==> config.mk <==
export PLATFORM = sky130hd
export DESIGN_NAME = mbap_stream_deframer
export DESIGN_NICKNAME = d
export VERILOG_FILES = /design/src/hw/rtl/mbap_sd_pkg.sv /design/src/hw/rtl/mbap_sd_in_reg.sv /design/src/hw/rtl/mbap_sd_parse.sv /design/src/hw/rtl/mbap_sd_out_reg.sv /design/src/hw/rtl/mbap_stream_deframer.sv
export SDC_FILE = /design/constraint.sdc
export NUM_CORES = 1
export LEC_CHECK = 0
export BUFFER_PORTS_ARGS = -buffer_cell sky130_fd_sc_hd__buf_2
export CELL_PAD_IN_SITES_DETAIL_PLACEMENT = 1
export CELL_PAD_IN_SITES_GLOBAL_PLACEMENT = 1
export CORE_AREA = 2 2 104 106
export CTS_BUF_LIST = sky130_fd_sc_hd__clkbuf_4
export DETAILED_ROUTE_END_ITERATION = 7
export DIE_AREA = 0 0 106 108
export GPL_TIMING_DRIVEN = 1
export PLACE_DENSITY_LB_ADDON = 0.1
export SLEW_MARGIN = 20
export SYNTH_ARGS = -nofsm -noshare
export SYNTH_HDL_FRONTEND = slang
export SYNTH_SLANG_ARGS = --single-unit
==> constraint.sdc <==
create_clock -name clock -period 4.2 [get_ports clock]
set_input_delay 0.21 -clock clock [delete_from_list [all_inputs] [get_ports clock]]
set_output_delay 0.21 -clock clock [all_outputs]
set_load 0.03 [all_outputs]
==> src/hw/rtl/mbap_sd_pkg.sv <==
package mbap_sd_pkg;

   localparam int MAX_FRAME_DEF = 260;
   localparam int HDR_LEN       = 6;
   localparam int MIN_FRAME     = 8;
   localparam int MIN_LEN       = MIN_FRAME - HDR_LEN;

   // Configuration register indexes.
   localparam logic CSR_SERVER_MODE  = 1'b0;
   localparam logic CSR_EXPECTED_TID = 1'b1;

   typedef enum logic [2:0] {
      ST_DATA   = 3'd0,
      ST_RESYNC = 3'd1,
      ST_SHORT  = 3'd2,
      ST_PROTO  = 3'd3,
      ST_TID    = 3'd4
   } status_type;

   typedef struct packed {
      logic        write_en;
      logic        index;
      logic [15:0] wdata;
   } csr_type;

   typedef struct packed {
      logic       valid;
      logic [7:0] data;
   } in_item_type;

   typedef struct packed {
      logic        valid;
      logic [7:0]  pdu_byte;
      logic        last_byte;
      status_type  status;
      logic [15:0] frame_tid;
   } rsp_item_type;

endpackage

==> src/hw/rtl/mbap_sd_in_reg.sv <==
module mbap_sd_in_reg (
   input  logic                     clock,
   input  logic                     reset,
   input  logic                     req_valid,
   input  logic [7:0]               req_rx_byte,
   input  logic                     advance,
   output mbap_sd_pkg::in_item_type item
);

   logic       valid_ff;
   logic       valid_in;
   logic [7:0] data_ff;
   logic       load;

   // The register takes a new item when it is empty or its item moves on.
   assign load     = !valid_ff || advance;
   assign valid_in = load ? req_valid : valid_ff;

   always_ff @(posedge clock) begin
      if (reset) begin
         valid_ff <= 1'b0;
      end else begin
         valid_ff <= valid_in;
      end
   end

   always_ff @(posedge clock) begin
      if (load && req_valid) begin
         data_ff <= req_rx_byte;
      end
   end

   assign item.valid = valid_ff;
   assign item.data  = data_ff;

endmodule

==> src/hw/rtl/mbap_sd_parse.sv <==
module mbap_sd_parse #(
   parameter int MAX_FRAME = mbap_sd_pkg::MAX_FRAME_DEF
) (
   input  logic                      clock,
   input  logic                      reset,
   input  mbap_sd_pkg::csr_type      csr,
   input  mbap_sd_pkg::in_item_type  item,
   input  logic                      advance,
   output mbap_sd_pkg::rsp_item_type result
);

   localparam int POS_W = $clog2(MAX_FRAME);
   localparam logic [POS_W-1:0] HDR_POS  = POS_W'(mbap_sd_pkg::HDR_LEN);
   localparam logic [POS_W-1:0] HDR_LAST = POS_W'(mbap_sd_pkg::HDR_LEN - 1);
   localparam logic [POS_W:0]   BODY_OFS = (POS_W+1)'(mbap_sd_pkg::HDR_LEN - 1);

   logic [7:0]       hdr_ff [5];
   logic [POS_W-1:0] pos_ff;
   logic [POS_W-1:0] pos_in;
   logic [POS_W-1:0] flen_ff;
   logic [POS_W-1:0] flen_in;
   logic             skip_ff;
   logic             skip_in;
   logic             server_mode_ff;
   logic [15:0]      expected_tid_ff;

   logic             fire;
   logic             emit;
   logic [15:0]      len;
   logic [15:0]      proto;
   logic [15:0]      tid;
   logic             bogus;
   logic             last;
   mbap_sd_pkg::status_type st;

   assign fire  = item.valid && advance;
   assign len   = {hdr_ff[4], item.data};
   assign proto = {hdr_ff[2], hdr_ff[3]};
   assign tid   = {hdr_ff[0], hdr_ff[1]};
   assign bogus = ({1'b0, len} + 17'(mbap_sd_pkg::HDR_LEN)) > 17'(MAX_FRAME);
   assign last  = ({1'b0, pos_ff} - BODY_OFS) >= {1'b0, flen_ff};

   always_comb begin
      pos_in  = pos_ff + 1'b1;
      flen_in = flen_ff;
      skip_in = skip_ff;
      emit    = 1'b0;
      st      = mbap_sd_pkg::ST_DATA;
      if (pos_ff < HDR_POS) begin
         if (pos_ff == HDR_LAST) begin
            if (bogus) begin
               pos_in  = '0;
               skip_in = 1'b0;
               emit    = 1'b1;
               st      = mbap_sd_pkg::ST_RESYNC;
            end else begin
               // The length is known to fit the position counter here.
               flen_in = len[POS_W-1:0];
               if (len < 16'(mbap_sd_pkg::MIN_LEN)) begin
                  st = mbap_sd_pkg::ST_SHORT;
               end else if (proto != 16'd0) begin
                  st = mbap_sd_pkg::ST_PROTO;
               end else if (!server_mode_ff && tid != expected_tid_ff) begin
                  st = mbap_sd_pkg::ST_TID;
               end
               skip_in = (st != mbap_sd_pkg::ST_DATA);
               emit    = (st != mbap_sd_pkg::ST_DATA);
               if (emit && len == 16'd0) begin
                  pos_in  = '0;
                  skip_in = 1'b0;
               end
            end
         end
      end else begin
         if (last) begin
            pos_in  = '0;
            skip_in = 1'b0;
         end
         emit = !skip_ff;
      end
   end

   always_ff @(posedge clock) begin
      if (reset) begin
         pos_ff          <= '0;
         skip_ff         <= 1'b0;
         server_mode_ff  <= 1'b0;
         expected_tid_ff <= '0;
      end else begin
         if (fire) begin
            pos_ff  <= pos_in;
            skip_ff <= skip_in;
         end
         if (csr.write_en) begin
            case (csr.index)
               mbap_sd_pkg::CSR_SERVER_MODE:  server_mode_ff  <= csr.wdata[0];
               mbap_sd_pkg::CSR_EXPECTED_TID: expected_tid_ff <= csr.wdata;
               default: ;
            endcase
         end
      end
   end

   always_ff @(posedge clock) begin
      if (fire) begin
         flen_ff <= flen_in;
         if (pos_ff < HDR_LAST) begin
            hdr_ff[pos_ff[2:0]] <= item.data;
         end
      end
   end

   // Bytes 0 and 1 of the header are in place whenever a result is due.
   assign result.valid     = fire && emit;
   assign result.pdu_byte  = (st == mbap_sd_pkg::ST_DATA) ? item.data : 8'd0;
   assign result.last_byte = (pos_ff >= HDR_POS) && last;
   assign result.status    = st;
   assign result.frame_tid = tid;

endmodule

==> src/hw/rtl/mbap_sd_out_reg.sv <==
module mbap_sd_out_reg (
   input  logic                      clock,
   input  logic                      reset,
   input  mbap_sd_pkg::rsp_item_type result,
   input  logic                      rsp_stall,
   output logic                      advance,
   output mbap_sd_pkg::rsp_item_type rsp
);

   logic                      valid_ff;
   logic                      valid_in;
   mbap_sd_pkg::rsp_item_type data_ff;

   // A held item blocks the pipe; otherwise the register reloads every cycle.
   assign advance  = !(valid_ff && rsp_stall);
   assign valid_in = advance ? result.valid : valid_ff;

   always_ff @(posedge clock) begin
      if (reset) begin
         valid_ff <= 1'b0;
      end else begin
         valid_ff <= valid_in;
      end
   end

   always_ff @(posedge clock) begin
      if (advance && result.valid) begin
         data_ff <= result;
      end
   end

   always_comb begin
      rsp       = data_ff;
      rsp.valid = valid_ff;
   end

endmodule

==> src/hw/rtl/mbap_stream_deframer.sv <==
// MBAP stream deframer.
// The req_ channel carries one byte of a Modbus TCP stream per item. The six
// header bytes are collected; header bytes and skipped body bytes give no
// rsp_ item. A header that fails a check gives one rsp_ item with an error
// status and a zero byte; an accepted frame gives one rsp_ item per unit and
// PDU byte, with rsp_last_byte set on its final byte.
// The csr_ port writes server_mode (index 0) and expected_tid (index 1). The
// user must see that it is written while the block is idle; the block does not
// enforce this. A write bears on headers that complete later.
// An accepted byte waits in the input register and passes through the parse
// logic into the result register, which drives rsp_valid.
// Throughput is one byte per cycle while no result is stalled, set by the
// single pass through the parse logic that updates the frame position counter.
// Synchronous reset clears the position counter, the skip flag, both valid
// flags and the configuration registers to zero.
// While rsp_stall holds a waiting result, that result stays put and req_stall
// rises as soon as the input register is full; nothing is lost or repeated.
module mbap_stream_deframer #(
   parameter int MAX_FRAME = mbap_sd_pkg::MAX_FRAME_DEF
) (
   input  logic        clock,
   input  logic        reset,
   input  logic        req_valid,
   output logic        req_stall,
   input  logic [7:0]  req_rx_byte,
   output logic        rsp_valid,
   input  logic        rsp_stall,
   output logic [7:0]  rsp_pdu_byte,
   output logic        rsp_last_byte,
   output logic [2:0]  rsp_status,
   output logic [15:0] rsp_frame_tid,
   input  logic        csr_write_en,
   input  logic        csr_index,
   input  logic [15:0] csr_wdata
);

   mbap_sd_pkg::csr_type      csr;
   mbap_sd_pkg::in_item_type  item;
   mbap_sd_pkg::rsp_item_type result;
   mbap_sd_pkg::rsp_item_type rsp;
   logic                      advance;

   assign csr.write_en = csr_write_en;
   assign csr.index    = csr_index;
   assign csr.wdata    = csr_wdata;

   mbap_sd_in_reg u_in_reg (
      .clock       (clock),
      .reset       (reset),
      .req_valid   (req_valid),
      .req_rx_byte (req_rx_byte),
      .advance     (advance),
      .item        (item)
   );

   mbap_sd_parse #(
      .MAX_FRAME (MAX_FRAME)
   ) u_parse (
      .clock   (clock),
      .reset   (reset),
      .csr     (csr),
      .item    (item),
      .advance (advance),
      .result  (result)
   );

   mbap_sd_out_reg u_out_reg (
      .clock     (clock),
      .reset     (reset),
      .result    (result),
      .rsp_stall (rsp_stall),
      .advance   (advance),
      .rsp       (rsp)
   );

   assign req_stall     = item.valid && !advance;
   assign rsp_valid     = rsp.valid;
   assign rsp_pdu_byte  = rsp.pdu_byte;
   assign rsp_last_byte = rsp.last_byte;
   assign rsp_status    = rsp.status;
   assign rsp_frame_tid = rsp.frame_tid;

endmodule

* Word-level counts from Yosys, hierarchy flattened
Memory sizes are Yosys's and may differ from the RTL's.
Cells that the tools add are included.
** Operators by class
- Add/sub/neg operators :: 3
- $lt $le $gt $ge :: 6
- Equal/unequal tests :: 3
- Mux-type cells :: 25
- Bitwise gates (word level) :: 2
- Reduce and logical (&&, ||, !) cells :: 23
** Operators with widths (number)
- $mux W9 :: 5
- $mux W3 :: 9
- $lt A9 B3 Y1 const B :: 2
- $add A16 B3 Y17 const B :: 1
- $gt A17 B9 Y1 const B :: 1
- $logic_not A16 Y1 :: 1
- $lt A16 B2 Y1 const B :: 1
- $ne A16 B16 Y1 :: 1
- $reduce_bool A16 Y1 :: 1
- $mux W1 :: 11
- $ge A10 B9 Y1 :: 1
- $sub A9 B3 Y10 const B :: 1
- $add A9 B1 Y9 const B :: 1
- $eq A9 B3 Y1 const B :: 1
- $ge A9 B3 Y1 const B :: 1
- $logic_and A1 B1 Y1 :: 9
- $logic_not A1 Y1 :: 4
- $reduce_and A2 Y1 :: 2
- $reduce_and A4 Y1 :: 1
- $logic_not A3 Y1 :: 1
- $reduce_and A3 Y1 :: 1
- $reduce_bool A3 Y1 :: 1
- $ne A2 B2 Y1 const B :: 1
- $not A1 Y1 :: 2
- other kinds (2) :: 2
** Storage, ports and cells
- Register bits :: 74
- Bits in writable memories :: 40
- Input bits :: 30
- Output and inout bits :: 30
- Memories kept :: 1
** Memory list
- u_parse.hdr_ff :: depth 5, width 8, read ports 5, clocked after Yosys merged registers in 0, write ports 1, line mbap_sd_parse.sv:17 : logic [7:0] hdr_ff [5];

* Logic depth before layout (Yosys ltp)
- Depth after elaboration :: 14
- Mapped depth :: 14

* Modules after synthesis
From an unflattened synthesis, not the netlist that was laid out.
** Second synthesis, totals
- Cells, all modules :: 391
- Area total of the unflattened synthesis :: 4883.4 µm²
** By module, submodules not included
- mbap_sd_parse :: instances 1, cells each 342, area each 3679.8 µm², sequential area each 2011.9 µm²
- mbap_sd_out_reg :: instances 1, cells each 34, area each 887.1 µm², sequential area each 860.8 µm²
- mbap_sd_in_reg :: instances 1, cells each 14, area each 302.8 µm², sequential area each 260.2 µm²
- mbap_stream_deframer :: instances 1, cells each 1, area each 13.8 µm², sequential area each 0.0 µm²

* Worst setup path after synthesis
Ideal clock, no wire load.
- Path type :: register to register
- From :: reg u_in_reg.data_ff[1]
- To :: reg u_out_reg.data_ff (netlist bit u_out_reg.rsp[0]) (enable)
- Arrival :: 2.890 ns
- Required time :: 3.787 ns
- Setup slack :: 0.897 ns
- Cell stages (with the launch flop) :: 9
- Buffers on the path :: 0
- Clock period less this slack :: 3.303 ns
- Cells stage by stage :: edfxtp_1 > inv_1 > ha_1 > o21bai_1 > a21oi_1 > o2111ai_1 > o31ai_2 > o21a_1 > nor2_1
** On the way
- Cells in the longest elaborated chain, start to end :: 11
** RTL lines
- start: declaration :: line mbap_sd_in_reg.sv:12 : logic [7:0] data_ff;
- start signal: assignment :: line mbap_sd_in_reg.sv:29 : data_ff <= req_rx_byte;
- branches (longest 6 deep; another with $add A16 B3 Y17)
- $mux W1 (*) :: line mbap_sd_parse.sv:51 : if (bogus) begin
- $mux W1 (*) :: line mbap_sd_parse.sv:50 : if (pos_ff == HDR_LAST) begin
- $mux W1 (*) :: line mbap_sd_parse.sv:49 : if (pos_ff < HDR_POS) begin
- $logic_and A1 B1 Y1 (*) :: line mbap_sd_parse.sv:114 : assign result.valid = fire && emit;
- $logic_and A1 B1 Y1 (*) :: line mbap_sd_out_reg.sv:27 : if (advance && result.valid) begin
- end signal: assignment :: line mbap_sd_out_reg.sv:28 : data_ff <= result;
- end: declaration :: line mbap_sd_out_reg.sv:12 : mbap_sd_pkg::rsp_item_type data_ff;
Every way passes the cells marked *. The select of a mux whose other input is x is not followed.
A chain may end at the register's enable or synchronous reset.

* Worst setup path after layout
- From :: reg u_in_reg.data_ff[6]
- To :: reg u_out_reg.data_ff (netlist bit u_out_reg.rsp[6]) (enable)
Same word-level chain as after synthesis.

==> results_dict.tcl <==
set metrics [dict create \
    status "finished, final reports clean" \
    irDropWorstVdd_mv 0.2128 \
    antenna_violating_nets_left 0 \
    synth.lib_cells_used.distinct 52 \
    layout_stage_area_growth_over_the_synthesis_result_pct 20.30 \
    route.detailed.drc 0 \
    grt_pass1_vias 3610 \
    synthesis.area_mm2 0.004920 \
    post_cts_hold_buffer_count 26 \
    worstSkewPairLatency_ps 520 \
    vias 3420 \
    worstSetupStartpointType "flip-flop" \
    drive_gt1_frac 0.2435 \
    cts_tree "built" \
    power_density_mw_per_mm2 369.7 \
    cts.reportedPaths.clkPinSlew_ps 110 \
    drt_pre_antenna_iters 5 \
    yosys_most_used_dff "sky130_fd_sc_hd__edfxtp_1" \
    detail_route.wirelength_um 11600 \
    initial_antenna_violation_count 0 \
    asyncSetResetFlopFracSynth 0 \
    n_antenna_cell 0 \
    final_worst_hold_slack_ps 113.9 \
    floorplan.rows 37 \
    initial_core_util 0.4809 \
    cts_setup_buffers 0 \
    route.detailed.vias_per_inst 5.369 \
    port_buffers 59 \
    stdcell_area_mm2 0.005918 \
    hold_path_class "primary input to flip-flop" \
    design.core.area_mm2 0.01023 \
    slew_violations 0 \
    leakagePower_nw 2.209 \
    number_of_enable_flip_flop_cells_after_synthesis 85 \
    grt_overflow 0 \
    clock_skew_ps 13.33 \
    setup_tns_ps 0 \
    max-clock-path-buffers 2 \
    crit_path_end_kind "flip-flop" \
    clk_root_buffer_cell "sky130_fd_sc_hd__clkbuf_4" \
    post_synth_inst_count 389 \
    htreeDepth 4 \
    critPathRequiredTime_ps 4440 \
    critPathMaxFanout 28 \
    stdcell_count 637 \
    design.portCount 60 \
    netlist.area_leader.share 0.5188 \
    fin_crit_ps 3417 \
    finalWeightedCongestion 0.7949 \
    die_width_um 106 \
    post-synth-top-area-cell "sky130_fd_sc_hd__edfxtp_1" \
    drt-wirelength-per-cell_um 18.21 \
    ys_seq_area_frac 0.6368 \
    max_freq_mhz 292.7 \
    min_period_over_period 0.8136 \
    fp.dieArea_mm2 0.01145 \
    cts_num_sinks 114 \
    yosysMostFrequentCell "sky130_fd_sc_hd__edfxtp_1" \
    setup_viol 0 \
    grt_first_pass_wirelength_um 18470 \
    critical_path_class "flip-flop to flip-flop" \
    max-slew-margin-rel 0.5464 \
    finalNetCount 533 \
    cts-resized-gates 0 \
    placedInstanceArea_mm2 0.005371 \
    timing_worst_slew_pin_value_ps 680.5 \
    die-height_um 108 \
    tritoncts.num_buffers 17 \
    grt_setup_unrepaired "no" \
    synth_warnings 0 \
    netlist_top_cells_area "sky130_fd_sc_hd__edfxtp_1 52%, sky130_fd_sc_hd__dfxtp_1 12%, sky130_fd_sc_hd__xor2_1 4.8%" \
    detailedPlacementHpwl_um 7798 \
    syn-num-nets 434 \
    synthesized_area_per_cell_um2 12.65 \
    total_instance_count_after_detailed_placement 579 \
    commonest_cells_in_the_synthesized_netlist "85 x sky130_fd_sc_hd__edfxtp_1, 44 x sky130_fd_sc_hd__nand2_1, 29 x sky130_fd_sc_hd__dfxtp_1, 27 x sky130_fd_sc_hd__xor2_1, 25 x sky130_fd_sc_hd__a21oi_1" \
    postSynthRegisterBits 114 \
    final_hold_viol_count 0 \
    gr-usage-all-layers 0.2188 \
    final_core_utilization 0.5785 \
    max_cap_violations 0 \
    grt_max_degree 32 \
    critical_path_arrival_ps 3660 \
    drt_iter0_drc 192 \
]
==> layout by cell type (no fill, tap or decap), types with 14 or more instances in the layout <==
cell / n
sky130_fd_sc_hd__a21oi_1: 25
sky130_fd_sc_hd__buf_2: 59
sky130_fd_sc_hd__clkbuf_4: 17
sky130_fd_sc_hd__dfxtp_1: 29
sky130_fd_sc_hd__dlygate4sd3_1: 26
sky130_fd_sc_hd__edfxtp_1: 85
sky130_fd_sc_hd__ha_1: 15
sky130_fd_sc_hd__inv_1: 14
sky130_fd_sc_hd__nand2_1: 44
sky130_fd_sc_hd__xor2_1: 27
==> layout make-up <==
cell class | instances | area, um^2
Tap cell | 136 | 170.2
Multi-Input combinational cell | 251 | 1683
Clock buffer | 17 | 127.6
Clock inverter | 15 | 158.9
Fill cell | 1060 | 4313
Timing Repair Buffer | 90 | 593.1
Sequential cell | 114 | 3133
Inverter | 14 | 52.55
==> worst paths after layout <==
kind / start / endpoint / slack, ps / cells past startpoint
max: u_in_reg.data_ff[6]$_DFFE_PP_ / u_out_reg.rsp[6]$_DFFE_PP_ / 780 / 8
min: csr_write_en / u_parse.server_mode_ff$_SDFFE_PP0P_ / 110 / 4
max reg2reg: u_in_reg.data_ff[6]$_DFFE_PP_ / u_out_reg.rsp[6]$_DFFE_PP_ / 780 / 8
min reg2reg: u_parse.expected_tid_ff[13]$_SDFFE_PP0P_ / u_parse.expected_tid_ff[13]$_SDFFE_PP0P_ / 480 / 2
==> state kept, by name (all words and copies together), names as in the netlist <==
register / flops
u_parse.skip_ff: 1
u_parse.expected_tid_ff: 16
u_parse.flen_ff: 9
u_out_reg.valid_ff: 1
u_parse.server_mode_ff: 1
u_out_reg.rsp: 28
u_in_reg.valid_ff: 1
u_parse.hdr_ff: 40
u_in_reg.data_ff: 8
u_parse.pos_ff: 9
==> kinds of logic after synthesis <==
kind of cell	count (synthesis)	synth area share
AO/OA/AOI/OAI	51	0.06536
XOR/XNOR	33	0.05875
flip-flops	114	0.6368
multiplexers	3	0.006104
AND/OR/NAND/NOR	149	0.1732
adder cells (fa/ha/maj)	15	0.03815
buffers and inverters	24	0.02162
==> critical path: stages, from the launching register on <==
cell and delay (ps):
sky130_fd_sc_hd__edfxtp_1 650, sky130_fd_sc_hd__nand4_1 350, sky130_fd_sc_hd__nor4b_1 460, sky130_fd_sc_hd__mux2i_1 220
sky130_fd_sc_hd__o2111ai_1 240, sky130_fd_sc_hd__o31ai_2 630, sky130_fd_sc_hd__o21a_1 260, sky130_fd_sc_hd__nor2_2 50
sky130_fd_sc_hd__buf_4 260
==> power breakdown <==
part / switching [mW] / internal, mW / total [mW]
logic: 0.0576 / 0.0538 / 0.111
registers: 0.0368 / 1.23 / 1.27
clock network: 0.449 / 0.356 / 0.805
==> per-stage QoR <==
| step | total power, mW | setup slack (ps) |
|---|---|---|
| detailed placement | 1.388 | 848.6 |
| finish | 2.188 | 783.0 |
| floorplan | 1.337 | 896.7 |
| CTS | 2.208 | 787.3 |
| global route | 2.270 | 431.2 |
| global placement | 1.382 | 978.5 |
==> per-layer routing <==
layer / global-route usage / wire length [um]
met3: 0.06028 / 407
met5: 0 / 0
met2: 0.3876 / 6121
met1: 0.2522 / 4850
met4: 0.08835 / 220
Power figures use the tool's default switching activity.
